[src/hw/rtl/bphtp_pkg.sv]
package bphtp_pkg;

  // Hop writes carried by one accepted bind packet.
  localparam int unsigned HopsPerPkt = 5;
  // Shortest packet that can be a bind packet.
  localparam logic [7:0] MinPacket = 8'd18;
  // Depth of the queue between the packet parser and the result sequencer.
  localparam int unsigned QueueDepth = 4;
  localparam int unsigned QueuePtrW = $clog2(QueueDepth);

  // Configuration register indexes.
  localparam logic [7:0] RegBindMarker = 8'd0;
  localparam logic [7:0] RegFinalIndex = 8'd1;

  // Packed widths of the stream payloads.
  localparam int unsigned InDataW  = 8;
  localparam int unsigned OutDataW = 40;

  // One classified packet, ready to be turned into results.
  typedef struct packed {
    logic [15:0]                     tx_id;
    logic [6:0]                      idx;
    logic [HopsPerPkt-1:0][7:0]      ch;
    logic [2:0]                      count;     // hop writes before the end marker
    logic                            marker;    // end marker found in this packet
    logic                            done;      // binding ends after the fifth write
    logic [6:0]                      list_len;
  } job_t;

endpackage

[src/hw/rtl/bphtp_front.sv]
module bphtp_front #(
  parameter int unsigned MaxPacket = 127
) (
  input  logic               clk_i,
  input  logic               rst_ni,
  input  logic               byte_valid_i,
  input  logic               restart_i,
  input  logic [7:0]         rx_byte_i,
  input  logic               last_byte_i,
  input  logic [7:0]         bind_marker_i,
  input  logic [6:0]         final_index_i,
  output logic               push_o,
  output bphtp_pkg::job_t    job_o
);
  import bphtp_pkg::*;

  localparam logic [1:0] PhWait    = 2'd0;
  localparam logic [1:0] PhCollect = 2'd1;
  localparam logic [1:0] PhDone    = 2'd2;
  localparam logic [7:0] MaxLen    = 8'(MaxPacket);

  logic [7:0]  byte_count_q, byte_count_d;
  logic [7:0]  hdr_q [9];
  logic [7:0]  tail_q [2];   // index 0: previous byte, index 1: the one before
  logic [1:0]  phase_q, phase_d;
  logic [6:0]  exp_idx_q, exp_idx_d;
  logic [15:0] tx_id_q, tx_id_d;

  logic [7:0]  len;
  logic        first;
  logic [15:0] pkt_id;
  logic        pkt_ok;
  logic [7:0]  next_idx;
  logic        mark_hit;
  logic [2:0]  mark_pos;
  logic [6:0]  idx7;
  logic        hdr_wr;
  logic [7:0]  hdr_off;

  // Packet length including the current byte, saturating.
  assign len      = (byte_count_q == 8'hFF) ? 8'hFF : byte_count_q + 8'd1;
  assign first    = (phase_q == PhWait);
  assign pkt_id   = {hdr_q[1], hdr_q[2]};
  assign idx7     = hdr_q[3][6:0];
  assign next_idx = {1'b0, idx7} + 8'(HopsPerPkt);
  assign hdr_wr   = (byte_count_q >= 8'd2) && (byte_count_q <= 8'd10);
  assign hdr_off  = byte_count_q - 8'd2;

  // Packet checks on its final byte.
  always_comb begin
    pkt_ok = (phase_q != PhDone) && (len >= MinPacket) && (len <= MaxLen) &&
             rx_byte_i[7] && (hdr_q[0] == bind_marker_i);
    if (first) begin
      pkt_ok = pkt_ok && (hdr_q[3] == 8'd0);
    end else begin
      pkt_ok = pkt_ok && (pkt_id == tx_id_q) && (hdr_q[3] == {1'b0, exp_idx_q});
    end
  end

  // End-of-list search: first channel equal to the byte three from the end.
  always_comb begin
    mark_hit = 1'b0;
    mark_pos = 3'd0;
    for (int n = HopsPerPkt - 1; n >= 0; n--) begin
      if (!first && (hdr_q[4+n] == tail_q[1])) begin
        mark_hit = 1'b1;
        mark_pos = 3'(n);
      end
    end
  end

  // Next state and the classified packet.
  always_comb begin
    byte_count_d = byte_count_q;
    phase_d      = phase_q;
    exp_idx_d    = exp_idx_q;
    tx_id_d      = tx_id_q;
    push_o       = 1'b0;

    job_o.tx_id    = first ? pkt_id : tx_id_q;
    job_o.idx      = idx7;
    for (int n = 0; n < HopsPerPkt; n++) begin
      job_o.ch[n] = hdr_q[4+n];
    end
    job_o.count    = mark_hit ? mark_pos : 3'(HopsPerPkt);
    job_o.marker   = mark_hit;
    job_o.done     = next_idx > {1'b0, final_index_i};
    job_o.list_len = mark_hit ? idx7 + 7'(mark_pos) : 7'd0;

    if (byte_valid_i) begin
      if (restart_i) begin
        byte_count_d = 8'd0;
        phase_d      = PhWait;
        exp_idx_d    = 7'd0;
        tx_id_d      = 16'd0;
      end else if (last_byte_i) begin
        byte_count_d = 8'd0;
        if (pkt_ok) begin
          push_o = 1'b1;
          if (first) begin
            tx_id_d = pkt_id;
          end
          if (mark_hit || job_o.done) begin
            phase_d = PhDone;
          end else begin
            phase_d   = PhCollect;
            exp_idx_d = next_idx[6:0];
          end
        end
      end else begin
        byte_count_d = len;
      end
    end
  end

  // Control state.
  always_ff @(posedge clk_i or negedge rst_ni) begin
    if (!rst_ni) begin
      byte_count_q <= 8'd0;
      phase_q      <= PhWait;
      exp_idx_q    <= 7'd0;
      tx_id_q      <= 16'd0;
    end else begin
      byte_count_q <= byte_count_d;
      phase_q      <= phase_d;
      exp_idx_q    <= exp_idx_d;
      tx_id_q      <= tx_id_d;
    end
  end

  // Header bytes and the short tail history.
  always_ff @(posedge clk_i) begin
    if (byte_valid_i && !restart_i) begin
      if (hdr_wr) begin
        hdr_q[hdr_off[3:0]] <= rx_byte_i;
      end
      tail_q[1] <= tail_q[0];
      tail_q[0] <= rx_byte_i;
    end
  end

endmodule

[src/hw/rtl/bphtp_queue.sv]
module bphtp_queue (
  input  logic            clk_i,
  input  logic            rst_ni,
  input  logic            push_i,
  input  bphtp_pkg::job_t push_data_i,
  output logic            full_o,
  input  logic            pop_i,
  output logic            empty_o,
  output bphtp_pkg::job_t head_o
);
  import bphtp_pkg::*;

  job_t                 mem_q [QueueDepth];
  logic [QueuePtrW-1:0] wr_ptr_q, rd_ptr_q;
  logic [QueuePtrW:0]   fill_q;

  assign full_o  = (fill_q == (QueuePtrW+1)'(QueueDepth));
  assign empty_o = (fill_q == '0);
  assign head_o  = mem_q[rd_ptr_q];

  // Pointers and fill level.
  always_ff @(posedge clk_i or negedge rst_ni) begin
    if (!rst_ni) begin
      wr_ptr_q <= '0;
      rd_ptr_q <= '0;
      fill_q   <= '0;
    end else begin
      if (push_i) begin
        wr_ptr_q <= wr_ptr_q + 1'b1;
      end
      if (pop_i) begin
        rd_ptr_q <= rd_ptr_q + 1'b1;
      end
      if (push_i && !pop_i) begin
        fill_q <= fill_q + 1'b1;
      end else if (pop_i && !push_i) begin
        fill_q <= fill_q - 1'b1;
      end
    end
  end

  // Entry storage.
  always_ff @(posedge clk_i) begin
    if (push_i) begin
      mem_q[wr_ptr_q] <= push_data_i;
    end
  end

endmodule

[src/hw/rtl/bphtp_back.sv]
module bphtp_back (
  input  logic            clk_i,
  input  logic            rst_ni,
  input  logic            empty_i,
  input  bphtp_pkg::job_t head_i,
  output logic            pop_o,
  output logic            out_valid_o,
  input  logic            out_ready_i,
  output logic            hop_valid_o,
  output logic [6:0]      hop_index_o,
  output logic [7:0]      hop_channel_o,
  output logic [15:0]     tx_id_o,
  output logic            bind_done_o,
  output logic [6:0]      list_length_o,
  output logic            last_o
);
  import bphtp_pkg::*;

  logic [2:0]  n_q;
  logic        out_valid_q;
  logic        hop_valid_q, done_q, last_q;
  logic [6:0]  hop_index_q, list_len_q;
  logic [7:0]  hop_channel_q;
  logic [15:0] tx_id_q;

  logic        load;
  logic        is_write;
  logic        res_last;

  assign load     = !out_valid_q || out_ready_i;
  assign is_write = n_q < head_i.count;
  assign res_last = is_write ? (!head_i.marker && (n_q == 3'(HopsPerPkt - 1))) : 1'b1;
  assign pop_o    = load && !empty_i && res_last;

  // Result step counter within the head packet.
  always_ff @(posedge clk_i or negedge rst_ni) begin
    if (!rst_ni) begin
      n_q         <= 3'd0;
      out_valid_q <= 1'b0;
    end else if (load) begin
      out_valid_q <= !empty_i;
      if (!empty_i) begin
        n_q <= res_last ? 3'd0 : n_q + 3'd1;
      end
    end
  end

  // Output register.
  always_ff @(posedge clk_i) begin
    if (load && !empty_i) begin
      hop_valid_q   <= is_write;
      hop_index_q   <= is_write ? head_i.idx + 7'(n_q) : 7'd0;
      hop_channel_q <= is_write ? head_i.ch[n_q] : 8'd0;
      tx_id_q       <= head_i.tx_id;
      done_q        <= is_write ? (res_last && head_i.done) : 1'b1;
      list_len_q    <= is_write ? 7'd0 : head_i.list_len;
      last_q        <= res_last;
    end
  end

  assign out_valid_o   = out_valid_q;
  assign hop_valid_o   = hop_valid_q;
  assign hop_index_o   = hop_index_q;
  assign hop_channel_o = hop_channel_q;
  assign tx_id_o       = tx_id_q;
  assign bind_done_o   = done_q;
  assign list_length_o = list_len_q;
  assign last_o        = last_q;

endmodule

[src/hw/rtl/bind_packet_hop_table_parser.sv]
// Channel  Direction  Handshake                    Payload
// s_axis   in         s_axis_tvalid_i/tready_o     tdata rx_byte, tuser operation, tlast last_byte
// m_axis   out        m_axis_tvalid_o/tready_i     tdata hop fields, tuser hop_valid, tlast last
// cfg      in         cfg_valid_i/cfg_ready_o      cfg_index_i, cfg_data_i
//
// One byte is taken per cycle; a packet's hop writes leave one per cycle
// through the output register while m_axis_tready_i does not hold it, up to five per packet, set by the sequencer.
// The parser stalls only when the four-entry packet queue is full.
// Reset clears the parser state and the queue; registers return to defaults.
// The configuration port is always ready.
module bind_packet_hop_table_parser #(
  parameter int unsigned MAX_PACKET = 127
) (
  input  logic                              clk_i,
  input  logic                              rst_ni,
  input  logic                              s_axis_tvalid_i,
  output logic                              s_axis_tready_o,
  input  logic [bphtp_pkg::InDataW-1:0]     s_axis_tdata_i,   // [7:0] rx_byte
  input  logic                              s_axis_tuser_i,   // [0] operation
  input  logic                              s_axis_tlast_i,   // last_byte
  output logic                              m_axis_tvalid_o,
  input  logic                              m_axis_tready_i,
  // [6:0] hop_index, [14:7] hop_channel, [30:15] tx_id, [31] bind_done,
  // [38:32] list_length, [39] zero
  output logic [bphtp_pkg::OutDataW-1:0]    m_axis_tdata_o,
  output logic                              m_axis_tuser_o,   // [0] hop_valid
  output logic                              m_axis_tlast_o,   // last
  input  logic                              cfg_valid_i,
  output logic                              cfg_ready_o,
  input  logic [7:0]                        cfg_index_i,
  input  logic [7:0]                        cfg_data_i
);
  import bphtp_pkg::*;

  logic [7:0]  bind_marker_q;
  logic [6:0]  final_index_q;
  logic        full, empty, push, pop, byte_valid;
  job_t        push_job, head_job;
  logic        hop_valid, bind_done;
  logic [6:0]  hop_index, list_length;
  logic [7:0]  hop_channel;
  logic [15:0] tx_id;

  // Configuration registers.
  assign cfg_ready_o = 1'b1;
  always_ff @(posedge clk_i or negedge rst_ni) begin
    if (!rst_ni) begin
      bind_marker_q <= 8'd1;
      final_index_q <= 7'd120;
    end else if (cfg_valid_i) begin
      case (cfg_index_i)
        RegBindMarker: bind_marker_q <= cfg_data_i;
        RegFinalIndex: final_index_q <= cfg_data_i[6:0];
        default: ;
      endcase
    end
  end

  assign s_axis_tready_o = !full;
  assign byte_valid      = s_axis_tvalid_i && !full;

  bphtp_front #(
    .MaxPacket(MAX_PACKET)
  ) u_front (
    .clk_i         (clk_i),
    .rst_ni        (rst_ni),
    .byte_valid_i  (byte_valid),
    .restart_i     (s_axis_tuser_i),
    .rx_byte_i     (s_axis_tdata_i),
    .last_byte_i   (s_axis_tlast_i),
    .bind_marker_i (bind_marker_q),
    .final_index_i (final_index_q),
    .push_o        (push),
    .job_o         (push_job)
  );

  bphtp_queue u_queue (
    .clk_i       (clk_i),
    .rst_ni      (rst_ni),
    .push_i      (push),
    .push_data_i (push_job),
    .full_o      (full),
    .pop_i       (pop),
    .empty_o     (empty),
    .head_o      (head_job)
  );

  bphtp_back u_back (
    .clk_i         (clk_i),
    .rst_ni        (rst_ni),
    .empty_i       (empty),
    .head_i        (head_job),
    .pop_o         (pop),
    .out_valid_o   (m_axis_tvalid_o),
    .out_ready_i   (m_axis_tready_i),
    .hop_valid_o   (hop_valid),
    .hop_index_o   (hop_index),
    .hop_channel_o (hop_channel),
    .tx_id_o       (tx_id),
    .bind_done_o   (bind_done),
    .list_length_o (list_length),
    .last_o        (m_axis_tlast_o)
  );

  // Pack the result fields, lowest field first.
  assign m_axis_tdata_o = {1'b0, list_length, bind_done, tx_id, hop_channel, hop_index};
  assign m_axis_tuser_o = hop_valid;

endmodule
[config.mk]
export PLATFORM = sky130hd
export DESIGN_NAME = bind_packet_hop_table_parser
export DESIGN_NICKNAME = d
export VERILOG_FILES = /design/src/hw/rtl/bphtp_pkg.sv /design/src/hw/rtl/bphtp_front.sv /design/src/hw/rtl/bphtp_queue.sv /design/src/hw/rtl/bphtp_back.sv /design/src/hw/rtl/bind_packet_hop_table_parser.sv
export SDC_FILE = /design/constraint.sdc
export NUM_CORES = 1
export LEC_CHECK = 0
export CORE_MARGIN = 10
export CORE_UTILIZATION = 25
export CTS_BUF_LIST = sky130_fd_sc_hd__clkbuf_8
export CTS_CLUSTER_SIZE = 16
export DETAILED_ROUTE_END_ITERATION = 7
export DONT_BUFFER_PORTS = 1
export PLACE_DENSITY = 0.44
export SLEW_MARGIN = 25
export SYNTH_ARGS = -nofsm -noshare
export SYNTH_HDL_FRONTEND = slang
export SYNTH_SLANG_ARGS = --single-unit
[constraint.sdc]
create_clock -name clk_i -period 4.9 [get_ports clk_i]
set_input_delay 0.49 -clock clk_i [delete_from_list [all_inputs] [get_ports clk_i]]
set_output_delay 0.49 -clock clk_i [all_outputs]
set_load 0.05 [all_outputs]
* Word-level counts from Yosys, hierarchy flattened
Memory sizes are Yosys's and may differ from the RTL's.
Cells that the tools add are included.
** Storage, ports and cells
- Bits in read-only memories :: 0
- Flip-flop bits (word level) :: 100
- Memories :: 3
- Input bits :: 31
- Memory bits (writable) :: 388
- Bits in latches :: 0
** Operators by class
- Equality and inequality tests :: 14
- Reduce and logical (&&, ||, !) cells :: 43
- Add/sub/neg operators :: 10
- Shift operators :: 0
- Order comparisons :: 7
- Divide/modulo/power cells :: 0
- $mul :: 0
- Muxes and demuxes :: 45
- Bitwise operators :: 1
** Memory list
- u_queue.mem_q :: depth 4, bits a word 75, read ports 1, clocked after memory_dff 0, wr ports 1, line bphtp_queue.sv:13 : job_t mem_q [QueueDepth];
- u_front.hdr_q :: depth 9, bits a word 8, read ports 9, clocked after memory_dff 0, wr ports 1, line bphtp_front.sv:23 : logic [7:0] hdr_q [9];
- u_front.tail_q :: depth 2, bits a word 8, read ports 2, clocked after memory_dff 0, wr ports 2, line bphtp_front.sv:24 : logic [7:0] tail_q [2];
** Operators by type and width (count)
- $mux 16 :: 4
- $eq 8x8->1 :: 6
- $mux 7 :: 5
- $mux 8 :: 4
- $mux 3 :: 9
- $bmux 8 s3 :: 1
- $logic_and 1x1->1 :: 21
- $mux 1 :: 18
- $eq 16x16->1 :: 1
- $logic_not 8->1 :: 2
- $add 7x3->7 :: 2
- $add 7x3->8 const B :: 1
- $add 8x1->8 const B :: 1
- $eq 8x1->1 const B :: 1
- $eq 8x7->1 :: 1
- $eq 8x8->1 const B :: 1
- $ge 8x2->1 const B :: 1
- $ge 8x5->1 const B :: 1
- $gt 8x7->1 :: 1
- $le 8x4->1 const B :: 1
- $le 8x7->1 const B :: 1
- $logic_not 1->1 :: 8
- $mux 2 :: 4
- $add 3x1->3 const B :: 2
- other kinds (15) :: 23

* Longest topological paths before layout
Gate-level depths: netlist (run 1).
- Depth after elaboration :: 18
- Mapped depth :: 19
- Depth with buffers taken out :: 15

* Cells and area by module
Synthesis (run 1) repeated with hierarchy kept, for this count alone.
** Unflattened totals
- Cell total of the unflattened synthesis :: 1137
- Area, all modules :: 20131.8 µm²
** By module, submodules not included
- bphtp_queue :: times used 1, area each 11245.8 µm², seq. area each 9183.8 µm², cells an instance 426
- bphtp_front :: times used 1, area each 6013.3 µm², seq. area each 3468.3 µm², cells an instance 497
- bphtp_back :: times used 1, area each 2197.1 µm², seq. area each 1331.3 µm², cells an instance 171
- bind_packet_hop_table_parser :: times used 1, area each 675.6 µm², seq. area each 381.6 µm², cells an instance 43

* Worst setup path after synthesis (run 1)
OpenSTA, ideal clock, no wires.
- Kind :: register to register
- From :: register u_back.out_valid_q, in the netlist u_back.out_valid_o
- To :: register u_queue.fill_q[1]
- Path buffers :: 0
- Setup slack :: 501 ps
- Required time :: 4775 ps
- Data arrival time :: 4274 ps
- Cell stages (with the launch flop) :: 7
- Period minus slack after synthesis :: 4399 ps
- Cells stage by stage :: dfrtp_1 -> a21oi_1 -> nand2_1 -> ha_1 -> inv_1 -> fa_1 -> mux2_2
** On the way
- Longest elaborated chain between the ends :: 7
- Elaborated cells on any way between the ends :: 9
** RTL lines
- start: declaration :: line bphtp_back.sv:20 : logic out_valid_q;
- start signal: assignment :: line bphtp_back.sv:41 : out_valid_q <= !empty_i;
- $logic_not 1->1 * :: line bphtp_back.sv:30 : assign load = !out_valid_q || out_ready_i;
- $logic_or 1x1->1 * :: line bphtp_back.sv:30
- $logic_and 1x1->1 * (2 in a row) :: line bphtp_back.sv:33 : assign pop_o = load && !empty_i && res_last;
- $logic_not 1->1 :: line bphtp_queue.sv:34 : if (push_i && !pop_i) begin
- $logic_and 1x1->1 :: line bphtp_queue.sv:34
- $mux 3 or $reduce_bool 2->1 (tied branches)
- end signal: assignment :: line bphtp_queue.sv:35 : fill_q <= fill_q + 1'b1;
- end signal: assignment :: line bphtp_queue.sv:37 : fill_q <= fill_q - 1'b1;
- end: declaration :: line bphtp_queue.sv:15 : logic [QueuePtrW:0] fill_q;
Mark *: on every way between the ends. The rest lies on a longest branch, timed or not.
A chain may end at the register's enable or synchronous reset.

==> results of run 1 <==
## synth_stat cells (19+ instances only)
| cell | n | area [um^2] |
|---|---|---|
| nand2_1 | 36 | 135.1 |
| dfrtp_1 | 54 | 1351 |
| xnor2_1 | 71 | 621.9 |
| and2_1 | 22 | 137.6 |
| xor2_1 | 22 | 192.7 |
| a21oi_1 | 20 | 100.1 |
| inv_1 | 25 | 93.84 |
| ha_1 | 31 | 387.9 |
| mux4_2 | 82 | 1847 |
| mux2_2 | 19 | 214.0 |
| buf_2 | 21 | 105.1 |
| clkbuf_1 | 19 | 71.32 |
| nor2_1 | 19 | 71.32 |
| edfxtp_1 | 429 | 12880 |
## state kept, by name (all words and copies together), names as in the netlist, 2 cells and up
| signal | flops |
|---|---|
| bind_marker_q | 8 |
| final_index_q | 7 |
| u_back.hop_channel_o | 8 |
| u_back.hop_index_o | 7 |
| u_back.list_length_o | 7 |
| u_back.n_q | 3 |
| u_back.tx_id_o | 16 |
| u_front.byte_count_q | 8 |
| u_front.exp_idx_q | 7 |
| u_front.hdr_q | 72 |
| u_front.phase_q | 2 |
| u_front.tail_q | 16 |
| u_front.tx_id_q | 16 |
| u_queue.fill_q | 3 |
| u_queue.mem_q | 300 |
| u_queue.rd_ptr_q | 2 |
| u_queue.wr_ptr_q | 2 |
## worst max path at each step
stage	cells after the start	slack [ps]	from	endpoint
2_1_floorplan	6	500	u_back.out_valid_o$_DFFE_PN0N_	u_queue.fill_q[1]$_DFFE_PN0P_
3_3_place_gp	12	1340	u_front.tail_q[0][10]$_DFFE_PP_	u_queue.mem_q[2][6]$_DFFE_PP_
3_5_place_dp	12	1330	u_front.tail_q[0][10]$_DFFE_PP_	u_queue.mem_q[0][6]$_DFFE_PP_
4_1_cts	12	1280	u_front.tail_q[0][10]$_DFFE_PP_	u_queue.mem_q[0][6]$_DFFE_PP_
5_1_grt	12	1070	u_front.tail_q[0][10]$_DFFE_PP_	u_queue.mem_q[0][6]$_DFFE_PP_
6_report	10	1250	u_front.hdr_q[3][0]$_DFFE_PP_	u_front.exp_idx_q[6]$_DFFE_PN0P_
## through the flow
stage / power [mW] / setup WS [ps] / utilization (%) / cells / area (um^2)
floorplan: 4.678 / 500.8 / - / 1065 / 19810
global placement: 4.703 / 1343 / 26.75 / 2079 / 21070
detailed placement: 4.704 / 1326 / 26.75 / 2079 / 21070
CTS: 8.413 / 1283 / 29.14 / 2256 / 22940
global route: 8.625 / 1070 / 29.16 / 2260 / 22960
finish: 8.278 / 1253 / 29.16 / 2260 / 22960
## kinds of logic (layout without fill, tap and decap cells)
kind of cell,after synthesis,count (layout)
xor gates and xnor gates,93,93
adders and majority gates,34,34
DFF,488,488
other,2,6
AOI/OAI and AO/OA,92,92
buffers and inverters,82,223
and+or+nand+nor,157,157
muxes,117,117
## cells in the final DEF, fill, tap and decap left out, types with 9 or more instances in the layout
master         instances
dfrtp_1               52
xnor2_1               71
edfxtp_1             429
a22o_1                17
nand3_1               15
buf_4                 13
mux2_2                19
mux2_1                14
nor2_1                18
a21oi_1               19
dlygate4sd3_1         19
inv_1                 60
nand4_1               14
nand2_1               36
clkbuf_8              96
ha_1                  31
mux4_2                82
clkinv_2               9
and2_1                18
xor2_1                22
clkinv_1               9
## power by group through the flow
stage                     sequential [mW]  clock [mW]  combinational, mW
after global placement               4.60           0              0.100
after CTS                            4.52        3.75              0.148
after detailed placement             4.60           0              0.100
after global routing                 4.52        3.95              0.161
final                                4.52        3.61              0.145
after floorplan                      4.59           0             0.0843
## metal layers
| layer | GRT usage, % | routed length, um | vias to the layer above |
|---|---|---|---|
| li1 | - | - | 4341 |
| met1 | 14.99 | 23300 | 5100 |
| met2 | 15.82 | 21530 | 234 |
| met3 | 2.402 | 2465 | 79 |
| met4 | 3.690 | 1040 | 0 |
| met5 | 0 | 0 | - |
## cell type report
type | count | area [um^2] | area share (%)
timing repair buffer | 37 | 395.4 | 1.722
multi-input combinational | 495 | 5097 | 22.20
sequential | 488 | 14370 | 62.60
clock buffer | 96 | 1321 | 5.755
tap | 1050 | 1314 | 5.722
antenna | 4 | 10.01 | 0.04360
clock inverter | 61 | 339.1 | 1.477
inverter | 29 | 108.9 | 0.4741
## worst max-delay path, cell delays in order, from the launching register on
cell       delay (ps)
edfxtp_1          600
ha_1              330
xnor2_1           240
ha_1              290
a21o_1            150
a221o_1           340
a221o_1           310
o2bb2ai_1         270
and3b_1           570
o21bai_4          150
a32o_2            250
==> impl_metrics.py, run 1 <==
metrics = {
    "final_layout": {
        "area_delta_synth_final_pct": 15.88,
        "fillers": 7764,
        "post_route_cells_drive_above_1_share_pct": 21.81,
        "final_nets": 1202,
    },
    "min_path": {
        "worstHoldStart": "s_axis_tlast_i",
        "worst_hold_path_type": "in2reg",
        "whs_path_depth": 2,
        "min_to": "u_front.byte_count_q[7]$_DFFE_PN0P_",
    },
    "sta": {
        "drv_slew": 0,
        "finClkSkew_ps": 51.87,
        "final-hold-violation-count": 0,
        "fin_tns_setup_ps": 0,
        "setup_violations": 0,
        "finalCriticalPeriod_ps": 3647,
        "fin_crit_sh_pct": 74.44,
        "hold-worst-slack_ps": 78.87,
        "worst_slew_pin_slew_ps": 973.0,
        "max_freq_ghz": 0.2742,
        "relSlewSlack_pct": 34.63,
        "rsz0062_at_grt": "false",
    },
    "detailed_routing": {
        "drc": 0,
        "wl_per_cell_um": 21.38,
        "via_per_inst": 4.316,
        "drtPass1Iterations": 5,
        "drt_iter0_markers": 682,
        "num_vias": 9754,
        "wirelength_mm": 48.33,
        "postRouteAntennaNets": 0,
    },
    "synthesis": {
        "yosysUniqueCellTypes": 60,
        "synth-async-reset-ratio_pct": 12.09,
        "synth_compound_area_share_pct": 3.423,
        "synth_adder_area_share_pct": 2.261,
        "synth_simple_gate_area_share_pct": 4.427,
        "ys_warn_count": 0,
        "synth-main-ff-cell": "edfxtp_1",
        "syn_inst": 1065,
        "ys_seq_area_share_pct": 72.51,
        "synth_xor_area_share_pct": 4.111,
        "synth_edf_count": 429,
        "ys_ff_latch": 488,
        "synth_area_per_cell_um2": 18.60,
        "synth_area_um2": 19810,
        "synth.area.mux_share_pct": 11.30,
        "synth_top_family_by_area": "multiplexers",
        "syn_nets": 1130,
    },
    "clock_network": {
        "cts_tree": "yes",
        "post-cts-setup-buffers": 0,
        "cts_root_buffer": "clkbuf_8",
        "clkSinkCount": 488,
        "clk_latency_ps": 680,
        "cts.clk_slew.worst_paths_ps": 70,
        "cts_hold_buf": 20,
        "clockBufferDepth": 3,
        "cts_resized": 0,
        "h-tree-depth": 3,
        "numCtsBuffers": 86,
    },
    "global_route": {
        "gr-total-overflow": 0,
        "grt_pass1_vias": 10430,
        "grt_max_degree": 71,
        "grt_use_total_pct": 10.62,
        "grt_pass1_wl_mm": 71.67,
        "antenna_found_initial": 10,
    },
    "worst_setup_path": {
        "required_ps": 5440,
        "rr_endpoint": "u_front.exp_idx_q[6]$_DFFE_PN0P_",
        "r2r_setup_slack_ps": 1250,
        "start_kind": "flip-flop",
        "critical_path_arrival_ps": 4190,
        "crit_type": "reg2reg",
        "cp-end-kind": "flip-flop",
        "reg2regPathDepth": 10,
        "r2r_start": "u_front.hdr_q[3][0]$_DFFE_PP_",
        "worst-path-max-fanout": 11,
    },
    "power": {
        "combPwrFrac_pct": 1.8,
        "switching_share_pct": 21.39,
        "clkPwrFrac_pct": 43.7,
        "ir_drop_mv": 0.1405,
        "leakage_nw": 7.674,
        "internal-power_mw": 6.507,
        "power.density_nw_per_um2": 360.6,
        "p_sw_mw": 1.770,
        "seqPwrFrac_pct": 54.6,
    },
    "die": {
        "num_io_pins": 76,
        "die_w_um": 301.5,
        "core_region_area_um2": 78740,
        "initial_core_util_pct": 25.16,
        "num_rows": 103,
        "die-area_um2": 90910,
        "die_h_um": 301.5,
    },
    "run_status": {
        "status": "completed",
    },
    "placement": {
        "dp_hpwl_mm": 30.65,
        "io_buffers": 0,
        "place_congestion": 0.7428,
    },
    "run": {
        "maxCapViolCount": 0,
    },
}
(Power assumes the default switching activity.)
==> run 2, diff against run 1 <==
- PLACE_DENSITY: 0.44 -> 0.46
- clock period: 4.9 -> 3.3 ns (I/O delays scaled with it)
==> run 2 against run 1 <==
  * Setup slack worse by 1100 ps
  * Non-clock buffer count increased by 58
  * Routed wire length is 1.9% lower
  * Register-to-register slack worse by 1100 ps
  * Die area unchanged
  * Sequential share of layout area fell by 1.3 points
  * Via count grew 1.9%
  * Critical path depth is 2 higher
  * Final cell count increased by 2.3%
  * Largest cell class unchanged
  * Sequential power grew 48%
  * Highest routed layer is now met5
==> impl_metrics.py, run 2 (same netlist as run 1, synthesis figures left out) <==
metrics = {
    "detailed_routing": {
        "drt_iter0_markers": 577,
        "wl_met3_mm": 2.221,
        "via_per_inst": 4.299,
        "top_layer": "met5",
        "wl_met2_mm": 21.95,
        "drtPass1Iterations": 5,
        "postRouteAntennaNets": 0,
        "drc": 0,
        "num_vias": 9936,
        "wirelength_mm": 47.39,
        "wl_per_cell_um": 20.51,
        "wl_met1_mm": 22.15,
    },
    "final_layout": {
        "final_nets": 1256,
        "final_cell_mix": "edfxtp_1, clkbuf_8, mux4_2",
        "post-route-util_pct": 29.77,
        "area_delta_synth_final_pct": 18.33,
        "fillers": 7737,
        "final_common_cell": "edfxtp_1",
        "largest_register_ffs": 300,
        "post_route_cells_drive_above_1_share_pct": 25.18,
        "top_register": "u_queue.mem_q",
    },
    "placement": {
        "io_buffers": 0,
        "place_ws_ps": -56.94,
        "place_congestion": 0.7656,
        "dp_hpwl_mm": 30.93,
    },
    "power": {
        "total_power_mw": 11.95,
        "power.density_nw_per_um2": 509.8,
        "leakage_nw": 7.903,
        "ir_drop_mv": 0.2212,
    },
    "clock_network": {
        "cts_tree": "yes",
        "clkSinkCount": 488,
        "cts_root_buffer": "clkbuf_8",
        "numCtsBuffers": 82,
        "clockBufferDepth": 3,
        "h-tree-depth": 3,
        "cts.clk_slew.worst_paths_ps": 60,
        "clk_latency_ps": 670,
    },
    "global_route": {
        "grt_use_total_pct": 10.41,
        "gr-total-overflow": 0,
        "grt_pass1_wl_mm": 70.77,
        "grt_max_degree": 60,
        "grt_pass1_vias": 10600,
        "antenna_found_initial": 12,
    },
    "worst_setup_path": {
        "max_stage_delay_ps": 520,
        "required_ps": 3660,
        "path_cells": "xnor2_1 > nand4_1 > or4_4 > a21boi_2 > buf_4 > ha_1 > fa_1 > a21oi_2 > nor2b_1 > nand3_1 > xor2_1 > nor2_1",
        "critical_path_arrival_ps": 3530,
        "slowest_stage": "edfxtp_1",
        "crit_type": "reg2reg",
        "cp-end-kind": "flip-flop",
        "worst-path-max-fanout": 5,
        "start_kind": "flip-flop",
        "cp.buffers_inverters": 1,
        "crit_family": "simple AND/OR/NAND/NOR gates",
    },
    "sta": {
        "final-hold-violation-count": 0,
        "setup_violations": 0,
        "worst_slew_pin_slew_ps": 892.8,
        "fin_crit_sh_pct": 96.02,
        "fin_tns_setup_ps": 0,
        "finClkSkew_ps": 48.61,
        "drv_slew": 0,
        "max_freq_ghz": 0.3156,
        "worst_slack_ps": 131.3,
        "finalCriticalPeriod_ps": 3169,
        "relSlewSlack_pct": 40.26,
    },
    "die": {
        "num_io_pins": 76,
        "die-area_um2": 90910,
        "core_region_area_um2": 78740,
        "die_h_um": 301.5,
        "initial_core_util_pct": 25.16,
        "die_w_um": 301.5,
        "num_rows": 103,
    },
    "run": {
        "maxCapViolCount": 0,
    },
    "min_path": {
        "worst_hold_path_type": "in2reg",
    },
    "run_status": {
        "status": "completed",
    },
}
-- run 2: report_power, final --
group / leakage (nW) / internal [mW] / switching, mW
combinational: 2.34 / 0.0873 / 0.147
clock: 0.860 / 2.57 / 2.45
sequential: 4.70 / 6.69 / 0.0156
-- run 2: worst paths after layout --
| kind | from | endpoint | slack [ps] | depth (start not counted) |
|---|---|---|---|---|
| worst max-delay path | u_front.tail_q[0][10]$_DFFE_PP_ | u_queue.mem_q[3][6]$_DFFE_PP_ | 130 | 12 |
| worst min-delay path | s_axis_tvalid_i | u_front.byte_count_q[7]$_DFFE_PN0P_ | 70 | 4 |
| worst max register to register | u_front.tail_q[0][10]$_DFFE_PP_ | u_queue.mem_q[3][6]$_DFFE_PP_ | 130 | 12 |
| worst min register to register | u_front.tail_q[0][7]$_DFFE_PP_ | u_front.tail_q[0][15]$_DFFE_PP_ | 420 | 0 |
| max in group asynchronous | rst_ni | bind_marker_q[0]$_DFFE_PN1P_ | 2710 | 2 |
| min in group asynchronous | rst_ni | u_front.tx_id_q[1]$_DFFE_PN0P_ | 240 | 2 |
-- run 2: stage by stage --
| step | hold WS, ps | instances | area [um^2] |
|---|---|---|---|
| final | 68.41 | 2311 | 23440 |
| after global routing | 45.43 | 2310 | 23440 |
| after CTS | 0.7417 | 2299 | 23330 |
| after detailed placement | 44.59 | 2126 | 21580 |
| after global placement | 44.66 | 2126 | 21580 |
| after floorplan | 34.41 | 1065 | 19860 |
-- run 2: worst reg2reg max path, cell delays in order, from the launching register on --
cell,delay (ps)
edfxtp_1,520
xnor2_1,220
nand4_1,160
or4_4,460
a21boi_2,190
buf_4,140
ha_1,190
fa_1,430
a21oi_2,160
nor2b_1,80
nand3_1,100
xor2_1,150
nor2_1,90
-- run 2: cell type report --
cell class                      instances  area [um^2]  share of cell area, %
Multi-Input combinational cell        495         5122                  21.85
Clock buffer                           85         1170                  4.990
Timing Repair Buffer                   95        996.0                  4.249
Inverter                               29        108.9                 0.4643
Clock inverter                         67        354.1                  1.510
Antenna cell                            2        5.005                0.02135
Tap cell                             1050         1314                  5.604
Sequential cell                       488        14370                  61.31
-- run 2: layer usage --
metal / GRT usage (%) / vias to the layer above
li1: - / 4447
met1: 14.07 / 5190
met2: 16.08 / 214
met3: 2.452 / 79
met4: 3.808 / 6
met5: 0 / -
-- run 2: what timing repair did --
item / in CTS / in global routing
setup buffers: 0 / 10
hold endpoints to repair: 172 / 0
gates resized for setup: 1 / 6
endpoints found under the setup margin: 6 / 12
hold buffers: 21 / 0
==> run 3, diff against run 2 <==
==> constraint.sdc (replaced) <==
create_clock -name clk_i -period 3.3 [get_ports clk_i]
set_input_delay 0.66 -clock clk_i [delete_from_list [all_inputs] [get_ports clk_i]]
set_output_delay 0.66 -clock clk_i [all_outputs]
set_load 0.05 [all_outputs]
==> run 3 against run 2 <==
  * Final area down 0.41%
  * Clock power up 6.6%
  * Maximum frequency about the same
  * Utilization down 0.12 points
==> impl_metrics.py, run 3 (same netlist as run 1, synthesis figures left out) <==
metrics = {
    "run_status": {
        "status": "completed",
    },
    "die": {
        "initial_core_util_pct": 25.16,
        "num_io_pins": 76,
        "num_rows": 103,
        "core_region_area_um2": 78740,
        "die-area_um2": 90910,
        "die_h_um": 301.5,
        "die_w_um": 301.5,
    },
    "clock_network": {
        "cts_tree": "yes",
        "clkSinkCount": 488,
        "numCtsBuffers": 83,
        "cts.clk_slew.worst_paths_ps": 60,
        "cts_root_buffer": "clkbuf_8",
        "clockBufferDepth": 3,
        "clk_latency_ps": 660,
        "h-tree-depth": 3,
    },
    "detailed_routing": {
        "postRouteAntennaNets": 0,
        "drt_iter0_markers": 685,
        "num_vias": 9836,
        "drc": 0,
        "wl_met1_mm": 21.29,
        "top_layer": "met5",
        "via_per_inst": 4.297,
        "wl_met2_mm": 21.67,
        "wl_met3_mm": 2.696,
        "drtPass1Iterations": 5,
        "wirelength_mm": 46.84,
        "wl_per_cell_um": 20.46,
    },
    "sta": {
        "fin_crit_sh_pct": 96.09,
        "finalCriticalPeriod_ps": 3171,
        "worst_slew_pin_slew_ps": 796.9,
        "final-hold-violation-count": 0,
        "relSlewSlack_pct": 46.88,
        "fin_tns_setup_ps": 0,
        "drv_slew": 0,
        "setup_violations": 0,
        "finClkSkew_ps": 49.79,
        "max_freq_ghz": 0.3154,
    },
    "global_route": {
        "grt_max_degree": 60,
        "gr-total-overflow": 0,
        "antenna_found_initial": 5,
        "grt_pass1_vias": 10380,
        "grt_use_total_pct": 10.21,
        "grt_pass1_wl_mm": 69.30,
    },
    "worst_setup_path": {
        "cp-end-kind": "flip-flop",
        "crit_type": "reg2reg",
        "path_cells": "ha_1 > xnor2_2 > ha_1 > a21o_1 > a221o_1 > a221o_1 > o2bb2ai_1 > and3b_2 > o21bai_4 > a32o_2",
        "max_stage_delay_ps": 500,
        "worst-path-max-fanout": 7,
        "required_ps": 3840,
        "reg2regPathDepth": 10,
        "critical_path_arrival_ps": 3710,
        "start_kind": "flip-flop",
        "slowest_stage": "edfxtp_1",
    },
    "final_layout": {
        "largest_register_ffs": 300,
        "post-route-util_pct": 29.65,
        "final_nets": 1238,
        "top_register": "u_queue.mem_q",
        "final_common_cell": "edfxtp_1",
        "area_delta_synth_final_pct": 17.85,
        "final_cell_mix": "edfxtp_1, clkbuf_8, mux4_2",
        "fin_area_um2": 23350,
        "post_route_cells_drive_above_1_share_pct": 25.89,
    },
    "placement": {
        "place_congestion": 0.7736,
        "io_buffers": 0,
        "dp_hpwl_mm": 30.90,
        "placed_cell_area_um2": 21580,
    },
    "power": {
        "internal-power_mw": 9.663,
        "total_power_mw": 12.24,
        "power.density_nw_per_um2": 524.2,
        "combPwrFrac_pct": 1.5,
        "clkPwrFrac_pct": 43.7,
        "leakage_nw": 7.898,
        "switching_share_pct": 21.05,
        "seqPwrFrac_pct": 54.8,
        "ir_drop_mv": 0.2033,
        "p_sw_mw": 2.576,
    },
    "min_path": {
        "worst_hold_path_type": "in2reg",
        "whs_path_depth": 0,
    },
    "run": {
        "maxCapViolCount": 0,
    },
}
## run 3: cell types whose count changed in the layout (fill, tap and decap cells not counted), sizes merged
cell / previous run / this run
bufinv: 2 / 6
clkbuf: 85 / 86
clkinv: 36 / 24
clkinvlp: 4 / 1
diode: 2 / 3
dlygate4sd3: 20 / 1
inv: 54 / 60
## run 3: worst max-delay path, delay by kind of cell, from the launching register on
family | cells | cell delay [ps]
simple gates | 1 | 360
compound gates | 6 | 1370
fa+ha+maj | 2 | 580
xor+xnor | 1 | 230
flops | 1 | 500
## run 3: repair_timing
item | 4_1_cts | 5_1_grt
endpoints found under the hold margin | 59 | 0
hold buffers | 2 | 0
gates resized for setup | 1 | 5
setup endpoints to repair | 7 | 12
buffers inserted | 0 | 10
## run 3: final timing paths
check                                               start                          endpoint  slack, ps
max                         u_front.hdr_q[3][1]$_DFFE_PP_  u_front.exp_idx_q[5]$_DFFE_PN0P_        130
min                                     s_axis_tdata_i[6]     u_front.hdr_q[0][6]$_DFFE_PP_        100
max reg2reg                 u_front.hdr_q[3][1]$_DFFE_PP_  u_front.exp_idx_q[5]$_DFFE_PN0P_        130
min reg2reg                u_front.tail_q[0][2]$_DFFE_PP_   u_front.tail_q[0][10]$_DFFE_PP_        410
max in group asynchronous                          rst_ni      final_index_q[3]$_DFFE_PN1P_       2390
min in group asynchronous                          rst_ni    u_front.tx_id_q[1]$_DFFE_PN0P_        560
## run 3: power by group through the flow
| stage | Clock (mW) | Sequential, mW | Combinational (mW) |
|---|---|---|---|
| floorplan | 0 | 6.82 | 0.126 |
| global placement | 0 | 6.83 | 0.162 |
| detailed placement | 0 | 6.83 | 0.163 |
| CTS | 5.54 | 6.70 | 0.187 |
| global route | 5.83 | 6.70 | 0.207 |
| finish | 5.35 | 6.70 | 0.187 |
## run 3: metrics by stage
stage	hold WS [ps]	setup slack [ps]	instances
floorplan	364.4	-48.82	1065
global placement	374.5	-20.37	2126
detailed placement	374.9	-63.19	2126
CTS	24.75	6.509	2276
global route	40.88	-1.461	2287
finish	99.08	128.9	2289
## run 3: cell type report
class / instances / area [um^2]
well taps: 1050 / 1314
clock buffers: 86 / 1184
clock inverters: 62 / 440.4
fillers: 7700 / 55390
diodes: 3 / 7.507
flip-flops and latches: 488 / 14370
repair buffers: 76 / 809.5
inverters: 29 / 108.9
multi-input cells: 495 / 5111
## run 3: per-layer routing
layer,GRT usage (%),up-vias
li1,-,4398
met1,13.28,5148
met2,16.04,200
met3,2.789,84
met4,3.938,6
met5,0,-
